<file path="config.mk">
export PLATFORM = sky130hd
export DESIGN_NAME = text_to_seven_segment_writer_flat
export DESIGN_NICKNAME = d
export VERILOG_FILES = /design/src/sv/tsw_pkg.sv /design/src/sv/tsw_if.sv /design/src/sv/text_to_seven_segment_writer.sv /design/src/sv/tsw_glyph.sv /design/src/sv/tsw_core.sv /design/src/flat_wrapper.sv
export SDC_FILE = /design/constraint.sdc
export NUM_CORES = 1
export LEC_CHECK = 0
export ABC_CLOCK_PERIOD_IN_PS = 7350
export BUFFER_PORTS_ARGS = -buffer_cell sky130_fd_sc_hd__buf_2
export CAP_MARGIN = 20
export CORE_AREA = 3 3 86 88
export CTS_CLUSTER_SIZE = 12
export DETAILED_ROUTE_END_ITERATION = 16
export DIE_AREA = 0 0 89 91
export GPL_ROUTABILITY_DRIVEN = 1
export GPL_TIMING_DRIVEN = 0
export HOLD_SLACK_MARGIN = 0.12
export PLACE_DENSITY = 0.86
export SYNTH_ARGS = -nofsm -noshare
export SYNTH_HDL_FRONTEND = slang
export SYNTH_SLANG_ARGS = --single-unit
</file>
<file path="constraint.sdc">
create_clock -name clk -period 7.35 [get_ports clk]
set_input_delay 1.8375 -clock clk [delete_from_list [all_inputs] [get_ports clk]]
set_output_delay 1.8375 -clock clk [all_outputs]
set_load 0.01 [all_outputs]
</file>
<file path="src/sv/tsw_pkg.sv">
`timescale 1ns / 1ps
`default_nettype none

package tsw_pkg;

    localparam int CHAR_W      = 8;
    localparam int SEG_W       = 8;
    localparam int POS_W       = 6;
    localparam int COUNT_W     = 7;
    localparam int MAX_DIGITS  = 64;

    localparam logic [SEG_W-1:0]   POINT_BIT   = 8'b1000_0000;
    localparam logic [SEG_W-1:0]   SEG_BLANK   = 8'b0000_0000;
    localparam logic [SEG_W-1:0]   SEG_MINUS   = 8'b0100_0000;
    localparam logic [SEG_W-1:0]   SEG_UNDER   = 8'b0000_1000;
    localparam logic [SEG_W-1:0]   SEG_DEGREE  = 8'b0110_0011;
    localparam logic [COUNT_W-1:0] POS_SAT     = 7'd127;
    localparam logic [COUNT_W-1:0] COUNT_RESET = 7'd4;

    localparam logic [CHAR_W-1:0] CH_DOT    = 8'h2E;
    localparam logic [CHAR_W-1:0] CH_MINUS  = 8'h2D;
    localparam logic [CHAR_W-1:0] CH_UNDER  = 8'h5F;
    localparam logic [CHAR_W-1:0] CH_DEGREE = 8'h5E;
    localparam logic [CHAR_W-1:0] CH_ZERO   = 8'h30;
    localparam logic [CHAR_W-1:0] CH_NINE   = 8'h39;
    localparam logic [CHAR_W-1:0] CH_UPPER_A = 8'h41;
    localparam logic [CHAR_W-1:0] CH_UPPER_Z = 8'h5A;
    localparam logic [CHAR_W-1:0] CH_LOWER_A = 8'h61;
    localparam logic [CHAR_W-1:0] CH_LOWER_Z = 8'h7A;

    localparam int GLYPH_COUNT = 36;
    localparam int LETTER_BASE = 10;

    // digits 0-9 then letters a-z
    localparam logic [SEG_W-1:0] GLYPH_TABLE [GLYPH_COUNT] = '{
        8'h3F, 8'h06, 8'h5B, 8'h4F, 8'h66, 8'h6D, 8'h7D, 8'h07, 8'h7F, 8'h6F,
        8'h77, 8'h7C, 8'h39, 8'h5E, 8'h79, 8'h71, 8'h3D, 8'h76, 8'h06, 8'h0E,
        8'h00, 8'h38, 8'h00, 8'h54, 8'h3F, 8'h73, 8'h67, 8'h50, 8'h6D, 8'h78,
        8'h3E, 8'h00, 8'h00, 8'h00, 8'h6E, 8'h00
    };

    typedef struct packed {
        logic             is_dot;
        logic [SEG_W-1:0] glyph;
    } glyph_info_t;

endpackage

`default_nettype wire

</file>
<file path="src/sv/tsw_if.sv">
`timescale 1ns / 1ps
`default_nettype none

interface tsw_in_if;
    logic       valid;
    logic       ready;
    logic [7:0] character;
    logic       last;

    modport source (output valid, output character, output last, input ready);
    modport sink   (input valid, input character, input last, output ready);
endinterface

interface tsw_out_if;
    logic       valid;
    logic       ready;
    logic       write_valid;
    logic [5:0] position;
    logic [7:0] segments;
    logic       update;

    modport source (output valid, output write_valid, output position,
                    output segments, output update, input ready);
    modport sink   (input valid, input write_valid, input position,
                    input segments, input update, output ready);
endinterface

`default_nettype wire

</file>
<file path="src/sv/text_to_seven_segment_writer.sv">
`timescale 1ns / 1ps
`default_nettype none

// channel   dir  payload                                    handshake
// in_ch     in   character[7:0], last                       valid / ready
// out_ch    out  write_valid, position[5:0], segments[7:0], valid / ready
//                update
// cfg       in   cfg_write_data[6:0] (digit_count)          cfg_write_enable
//
// one request per cycle sustained while out_ch.ready holds; an accepted
// character passes from the input register into the result register,
// which drives out_ch
// the position/glyph state updates when a character moves into the result register
// reset clears the state and sets digit_count to 4; no clearing pass
// a stall on out_ch holds the result register; the input register still
// takes one more request, then in_ch.ready drops until out_ch drains

module text_to_seven_segment_writer (
    input  wire logic                        clk,
    input  wire logic                        rst_n,
    tsw_in_if.sink                           in_ch,
    tsw_out_if.source                        out_ch,
    input  wire logic                        cfg_write_enable,
    input  wire logic [tsw_pkg::COUNT_W-1:0] cfg_write_data
);
    import tsw_pkg::*;

    // input register
    logic              in_valid_reg;
    logic [CHAR_W-1:0] char_reg;
    logic              last_reg;

    // configuration register
    logic [COUNT_W-1:0] digit_count_reg;

    logic advance;
    logic in_take;

    // the input register frees up when its request moves on this cycle
    assign in_ch.ready = !in_valid_reg || advance;
    assign in_take     = in_ch.valid && in_ch.ready;

    always_ff @(posedge clk or negedge rst_n)
    begin
        if (!rst_n)
        begin
            in_valid_reg <= 1'b0;
        end
        else if (in_take)
        begin
            in_valid_reg <= 1'b1;
        end
        else if (advance)
        begin
            in_valid_reg <= 1'b0;
        end
    end

    // payload holds while waiting, no reset needed
    always_ff @(posedge clk)
    begin
        if (in_take)
        begin
            char_reg <= in_ch.character;
            last_reg <= in_ch.last;
        end
    end

    always_ff @(posedge clk or negedge rst_n)
    begin
        if (!rst_n)
        begin
            digit_count_reg <= COUNT_RESET;
        end
        else if (cfg_write_enable)
        begin
            digit_count_reg <= cfg_write_data;
        end
    end

    // glyph lookup, dot handling, position update and result register
    tsw_core u_core (
        .clk             (clk),
        .rst_n           (rst_n),
        .stage_valid     (in_valid_reg),
        .stage_char      (char_reg),
        .stage_last      (last_reg),
        .digit_count     (digit_count_reg),
        .advance         (advance),
        .out_valid       (out_ch.valid),
        .out_ready       (out_ch.ready),
        .out_write_valid (out_ch.write_valid),
        .out_position    (out_ch.position),
        .out_segments    (out_ch.segments),
        .out_update      (out_ch.update)
    );

    // a write never targets a position outside the chain
    assert property (@(posedge clk) disable iff (!rst_n)
        (out_ch.valid && out_ch.write_valid)
            |-> ({1'b0, out_ch.position} < digit_count_reg))
        else $error("write beyond digit_count");

    // a result with no write carries zero position and segments
    assert property (@(posedge clk) disable iff (!rst_n)
        (out_ch.valid && !out_ch.write_valid)
            |-> (out_ch.position == '0 && out_ch.segments == '0))
        else $error("idle result carries data");

    // a held input request keeps its character until it moves on
    assert property (@(posedge clk) disable iff (!rst_n)
        (in_valid_reg && !advance)
            |=> (in_valid_reg && $stable(char_reg) && $stable(last_reg)))
        else $error("input register lost a request");

    // nothing moves into the result register while it is stalled
    assert property (@(posedge clk) disable iff (!rst_n)
        (out_ch.valid && !out_ch.ready) |-> !advance)
        else $error("result overwritten while stalled");

endmodule

`default_nettype wire

</file>
<file path="src/sv/tsw_glyph.sv">
`timescale 1ns / 1ps
`default_nettype none

module tsw_glyph (
    input  wire logic [tsw_pkg::CHAR_W-1:0] character,
    output tsw_pkg::glyph_info_t            info
);
    import tsw_pkg::*;

    logic [CHAR_W-1:0] digit_off;
    logic [CHAR_W-1:0] upper_off;
    logic [CHAR_W-1:0] lower_off;

    assign digit_off = character - CH_ZERO;
    assign upper_off = character - CH_UPPER_A + CHAR_W'(LETTER_BASE);
    assign lower_off = character - CH_LOWER_A + CHAR_W'(LETTER_BASE);

    always_comb
    begin
        info.is_dot = (character == CH_DOT);
        if (character >= CH_ZERO && character <= CH_NINE)
        begin
            info.glyph = GLYPH_TABLE[digit_off[5:0]];
        end
        else if (character >= CH_UPPER_A && character <= CH_UPPER_Z)
        begin
            info.glyph = GLYPH_TABLE[upper_off[5:0]];
        end
        else if (character >= CH_LOWER_A && character <= CH_LOWER_Z)
        begin
            info.glyph = GLYPH_TABLE[lower_off[5:0]];
        end
        else
        begin
            case (character)
                CH_MINUS:  info.glyph = SEG_MINUS;
                CH_UNDER:  info.glyph = SEG_UNDER;
                CH_DEGREE: info.glyph = SEG_DEGREE;
                default:   info.glyph = SEG_BLANK;
            endcase
        end
    end

endmodule

`default_nettype wire

</file>
<file path="src/sv/tsw_core.sv">
`timescale 1ns / 1ps
`default_nettype none

module tsw_core (
    input  wire logic                        clk,
    input  wire logic                        rst_n,
    input  wire logic                        stage_valid,
    input  wire logic [tsw_pkg::CHAR_W-1:0]  stage_char,
    input  wire logic                        stage_last,
    input  wire logic [tsw_pkg::COUNT_W-1:0] digit_count,
    output logic                             advance,
    output logic                             out_valid,
    input  wire logic                        out_ready,
    output logic                             out_write_valid,
    output logic [tsw_pkg::POS_W-1:0]        out_position,
    output logic [tsw_pkg::SEG_W-1:0]        out_segments,
    output logic                             out_update
);
    import tsw_pkg::*;

    glyph_info_t info;

    logic [COUNT_W-1:0] next_position_reg, next_position_next;
    logic [SEG_W-1:0]   previous_glyph_reg, previous_glyph_next;
    logic               takes_point_reg, takes_point_next;

    logic               out_valid_reg;
    logic               write_valid_reg;
    logic [POS_W-1:0]   position_reg;
    logic [SEG_W-1:0]   segments_reg;
    logic               update_reg;

    logic [COUNT_W-1:0] wr_pos;
    logic [SEG_W-1:0]   wr_seg;
    logic               wr_ok;

    tsw_glyph u_glyph (
        .character (stage_char),
        .info      (info)
    );

    assign advance = stage_valid && (!out_valid_reg || out_ready);

    always_comb
    begin
        next_position_next  = next_position_reg;
        previous_glyph_next = previous_glyph_reg;
        takes_point_next    = takes_point_reg;
        wr_pos              = next_position_reg;
        wr_seg              = SEG_BLANK;
        if (info.is_dot && takes_point_reg)
        begin
            // light the point of the glyph just placed
            wr_pos              = (next_position_reg != '0) ?
                                  next_position_reg - COUNT_W'(1) : '0;
            wr_seg              = previous_glyph_reg | POINT_BIT;
            previous_glyph_next = wr_seg;
            takes_point_next    = 1'b0;
        end
        else
        begin
            if (info.is_dot)
            begin
                wr_seg           = (next_position_reg == '0) ? SEG_BLANK : POINT_BIT;
                takes_point_next = 1'b0;
            end
            else
            begin
                wr_seg           = info.glyph;
                takes_point_next = 1'b1;
            end
            previous_glyph_next = wr_seg;
            if (next_position_reg < POS_SAT)
            begin
                next_position_next = next_position_reg + COUNT_W'(1);
            end
        end
        if (stage_last)
        begin
            next_position_next = '0;
            takes_point_next   = 1'b0;
        end
        wr_ok = (wr_pos < digit_count) && (int'(wr_pos) < MAX_DIGITS);
    end

    always_ff @(posedge clk or negedge rst_n)
    begin
        if (!rst_n)
        begin
            next_position_reg  <= '0;
            previous_glyph_reg <= '0;
            takes_point_reg    <= 1'b0;
            out_valid_reg      <= 1'b0;
        end
        else
        begin
            if (advance)
            begin
                next_position_reg  <= next_position_next;
                previous_glyph_reg <= previous_glyph_next;
                takes_point_reg    <= takes_point_next;
                out_valid_reg      <= 1'b1;
            end
            else if (out_ready)
            begin
                out_valid_reg <= 1'b0;
            end
        end
    end

    always_ff @(posedge clk)
    begin
        if (advance)
        begin
            write_valid_reg <= wr_ok;
            position_reg    <= wr_ok ? wr_pos[POS_W-1:0] : '0;
            segments_reg    <= wr_ok ? wr_seg : '0;
            update_reg      <= stage_last;
        end
    end

    assign out_valid       = out_valid_reg;
    assign out_write_valid = write_valid_reg;
    assign out_position    = position_reg;
    assign out_segments    = segments_reg;
    assign out_update      = update_reg;

endmodule

`default_nettype wire
</file>
<file path="src/flat_wrapper.sv">
// flat-port wrapper written by rule: the top's interface ports become plain ports
module text_to_seven_segment_writer_flat import tsw_pkg::*;
  (clk, rst_n, cfg_write_enable, cfg_write_data, in_ch_valid, in_ch_character, in_ch_last, in_ch_ready, out_ch_valid, out_ch_write_valid, out_ch_position, out_ch_segments, out_ch_update, out_ch_ready);
  tsw_in_if in_ch_i ();
  tsw_out_if out_ch_i ();
  input  wire logic clk;
  input  wire logic rst_n;
  input  wire logic cfg_write_enable;
  input  wire logic [tsw_pkg::COUNT_W-1:0] cfg_write_data;
  input wire logic [$bits(in_ch_i.valid)-1:0] in_ch_valid;
  input wire logic [$bits(in_ch_i.character)-1:0] in_ch_character;
  input wire logic [$bits(in_ch_i.last)-1:0] in_ch_last;
  output wire logic [$bits(in_ch_i.ready)-1:0] in_ch_ready;
  output wire logic [$bits(out_ch_i.valid)-1:0] out_ch_valid;
  output wire logic [$bits(out_ch_i.write_valid)-1:0] out_ch_write_valid;
  output wire logic [$bits(out_ch_i.position)-1:0] out_ch_position;
  output wire logic [$bits(out_ch_i.segments)-1:0] out_ch_segments;
  output wire logic [$bits(out_ch_i.update)-1:0] out_ch_update;
  input wire logic [$bits(out_ch_i.ready)-1:0] out_ch_ready;
  assign in_ch_i.valid = in_ch_valid;
  assign in_ch_i.character = in_ch_character;
  assign in_ch_i.last = in_ch_last;
  assign in_ch_ready = in_ch_i.ready;
  assign out_ch_valid = out_ch_i.valid;
  assign out_ch_write_valid = out_ch_i.write_valid;
  assign out_ch_position = out_ch_i.position;
  assign out_ch_segments = out_ch_i.segments;
  assign out_ch_update = out_ch_i.update;
  assign out_ch_i.ready = out_ch_ready;
  text_to_seven_segment_writer u_core (.clk(clk), .rst_n(rst_n), .in_ch(in_ch_i), .out_ch(out_ch_i), .cfg_write_enable(cfg_write_enable), .cfg_write_data(cfg_write_data));
endmodule
</file>
==> Flow_metrics.wiki <==
{| class="wikitable"
! Metric !! Value
|-
| Final worst slack || 2.38 ns
|-
| First-pass GRT wire length || ~16,000 um
|-
| Final hold violation count || 0
|-
| Hold Path End || u_core.u_core.out_update$_DFFE_PP_
|-
| Netlist area before placement || 3740 um2
|-
| Cell Int Power || 549 uW
|-
| Max IR drop VDD || 0.000164 V
|-
| Maximum number of pins on one net before global-route repair || 25
|-
| Launch instance of the worst register-to-register path || u_core.char_reg[0]$_DFFE_PP_
|-
| Depth of the CTS H-tree || 2
|-
| Layout Nets || 511
|-
| Cell-by-cell listing of the critical path || clkbuf_1, inv_1, ha_1, nand3_1, nor3_2, and4b_1, mux2_2, ha_1, and4_1, a221oi_1, nand4_2, a2111oi_0
|-
| Post-synthesis area per instance || 8.89 um2
|-
| Number of port buffers || 38
|-
| Switching share of power || 0.342
|-
| Cell depth of the worst min-delay path || 0
|-
| Logic gate share of total power || 0.335
|-
| Nature of the critical path endpoint || flop
|-
| Flop-to-flop setup slack || 2.38 ns
|-
| Unrepaired setup endpoints after global routing || no
|-
| Count of final max-slew check failures || 0
|-
| Switching power total || 285 uW
|-
| Total number of vias || between 3,000 and 4,000
|-
| Global router's overall resource usage || 0.246
|-
| Yosys top cell area share || 0.201
|-
| CP Data Required Time || 7.37 ns
|-
| Relative area change from synthesis to final layout || 11.2%
|-
| Initial Utilization || 0.557
|-
| Die span in y || between 90 and 100 um
|-
| Setup slack after placement || 2.55 ns
|-
| Number of global-route vias before repair || about 3,300
|-
| Area enclosed by the die boundary || 8100 um2
|-
| Data arrival time of the critical path || 5.00 ns
|-
| Flip-flop and latch count after synthesis || a little under 50
|-
| Number of standard cells in the layout, taps in and fillers out || 547
|-
| Placeable Area || around 6700 um2
|-
| Headroom to the max-slew limit || 0.487
|-
| Share of flip-flops with an asynchronous set or reset after synthesis || 0.490
|-
| Clock transition time at the flip-flop clock pins of the worst setup and hold paths || approximately 0.090 ns
|-
| Number of buffers added to fix hold violations after cts || 0
|-
| Number of flops mapped to enable cells by yosys || 25
|-
| Slew of the pin with the lowest slew margin || 0.769 ns
|-
| Startpoint of the lowest-slack hold path || u_core.last_reg$_DFFE_PP_
|-
| Depth of the worst register-to-register path || 12
|-
| Number of buffers inserted by post-CTS setup repair || 0
|-
| Vias/cell || roughly 6.5
|-
| Detailed Route WL || ~9600 um
|-
| Post-Syn Instances || ~420
|-
| TritonCTS clock tree || done
|-
| Count of buffer and inverter cells on the critical path || 2
|-
| Antenna diode count || 0
|-
| Crit Path Max Fanout || 10
|-
| Outcome || complete, no violations
|-
| Clock skew || 0.0141 ns
|-
| Layout cell share with drive strength beyond 1 || 0.158
|-
| Antenna-violating nets left || 0
|-
| Source-to-sink clock delay at the later pin of the worst-skew pair || 0.31 ns
|-
| Count of routing violations after the opening detailed-route iteration || 504
|-
| Cell chosen for the clock root || clkbuf_8
|-
| Commonest register cell after synthesis || edfxtp_1
|-
| Max incr delay on CP || 0.63 ns
|-
| Maximum clock frequency || 0.201 GHz
|-
| Initial antenna violation count || 0
|-
| Cell type with the largest total area after synthesis || edfxtp_1
|-
| Post-layout min period || between 4 and 5 ns
|-
| Share of the cycle needed by the critical path after routing || 0.677
|-
| Largest delay share family, worst path || simple AND/OR/NAND/NOR gates
|-
| Nets in the synthesized netlist || 466
|-
| Total clock buffers created by CTS || 5
|-
| Hold Crit Class || flop to flop
|-
| Number of placed instances, taps included || 539
|-
| Leftover overflow at the end of global routing || 0
|-
| Lkg Pwr || about 0.0018 uW
|-
| Most numerous cell on the critical path || ha_1
|-
| Fraction of power consumed by the clock network || 0.253
|-
| Launching element type of the critical path || flop
|-
| Number of sinks handled by clock tree synthesis || 49
|-
| Number of buffers on the longest clock path || 2
|-
| Detailed Routing Iterations Pass 1 || 5
|-
| Placer congestion estimate || 0.966
|-
| Synth Warn # || 0
|-
| Std cell rows || 30
|-
| Final core utilization || 0.620
|-
| Sum of negative setup slack || 0 ns
|-
| Horiz. Die Dim || between 80 and 90 um
|-
| Sequential cell fraction of total power || 0.413
|-
| DRC violation count after routing || 0
|-
| Fraction of the yosys area taken by sequential cells || 0.361
|-
| Pwr Density || 200 nW/um2
|-
| Finish-stage setup viols || 0
|-
| Ranking of synthesized cells by area || edfxtp_1 20%, dfrtp_1 15%, ha_1 8.0%
|-
| Netlist cell types || 71
|-
| HPWL Detailed || between 7000 and 8000 um
|-
| Max-cap viol count || 0
|-
| Critical register-to-register path endpoint || u_core.u_core.out_segments[7]$_SDFFCE_PN0P_
|-
| Commonest cells in the synthesized netlist || 42 x nand2_1, 39 x nor2_1, 39 x o21ai_0
|-
| Slowest stage cell on the critical path || a2111oi_0
|-
| Cells resized by post-CTS repair || 0
|-
| Ports || 39
|-
| Worst hold slack after final layout || around 0.5 ns
|-
| Mean routed wirelength per cell || 17.6 um
|-
| Dominant cell by count in the synthesized netlist || nand2_1
|-
| Start-to-end type of the worst setup path || flop to flop
|}
## cell usage in the layout (no fill, tap or decap), types with 3 or more instances in the layout
cell type	n
buf_2	43
nand2_1	42
o21ai_0	39
nor2_1	39
edfxtp_1	25
ha_1	24
dfrtp_1	23
a21oi_1	20
inv_1	19
clkbuf_1	13
and2_1	11
nor2b_1	9
nand2b_1	9
nand3_1	8
nor3_1	8
nand4_1	8
a211oi_1	8
and3_1	7
a31oi_1	6
o211ai_1	5
xor2_1	5
o311ai_0	5
clkbuf_8	5
a21o_1	4
a221oi_1	4
mux2i_1	4
mux2_2	3
a32o_1	3
xnor2_1	3
o21ai_1	3
a221o_1	3
o31ai_1	3
a311oi_1	3
## worst max-delay path by stage
stage	slack, ns	start	cells after the start	endpoint
detailed placement	2.55	u_core.char_reg[0]$_DFFE_PP_	12	u_core.u_core.out_segments[7]$_SDFFCE_PN0P_
finish	2.38	u_core.char_reg[0]$_DFFE_PP_	12	u_core.u_core.out_segments[7]$_SDFFCE_PN0P_
floorplan	3.47	out_ch_ready	1	in_ch_ready
global route	2.10	u_core.char_reg[0]$_DFFE_PP_	12	u_core.u_core.out_segments[7]$_SDFFCE_PN0P_
CTS	2.50	u_core.char_reg[0]$_DFFE_PP_	12	u_core.u_core.out_segments[7]$_SDFFCE_PN0P_
global placement	2.62	u_core.char_reg[0]$_DFFE_PP_	12	u_core.u_core.out_segments[7]$_SDFFCE_PN0P_
## cell type report
| type | count | area [um2] |
|---|---|---|
| clock buffers | 6 | 93.8 |
| clock inverters | 2 | 35.0 |
| repair buffers | 38 | 190 |
| multi-input cells | 328 | 2200 |
| flip-flops and latches | 49 | 1350 |
| well taps | 80 | 100 |
| inverters | 22 | 82.6 |
| plain buffers | 22 | 104 |
| fillers | 575 | 2560 |
## layer usage
metal  up-vias  GRT usage  wire, um
met5         -          0         0
met4         0     0.0782       201
met3        18     0.0299       667
met2       175      0.377      4520
met1      1703      0.361      4220
li1       1649          -         -
## stage by stage
stage	total power [uW]	area, um2
floorplan	542	3740
global placement	607	4030
detailed placement	622	4030
CTS	831	4160
global route	881	4160
finish	835	4160
## cell families (layout without fill, tap and decap cells)
group                    Yosys count  in the layout  share of synthesized area
flip-flops                        49             49                      0.361
adder cells (fa/ha/maj)           24             24                     0.0802
buffers and inverters             44             90                     0.0498
AND/OR/NAND/NOR                  160            160                      0.223
XOR/XNOR                           9              9                     0.0231
multiplexers                      10             10                     0.0378
AO/OA/AOI/OAI                    125            125                      0.225
## power groups by stage
stage                     clock network [uW]  logic [uW]  registers [uW]
after floorplan                            0         191             351
after global placement                     0         259             348
after detailed placement                   0         272             350
after CTS                                213         274             344
after global routing                     226         307             348
final                                    211         279             345
No activity file was read; power rests on OpenSTA's default activity.
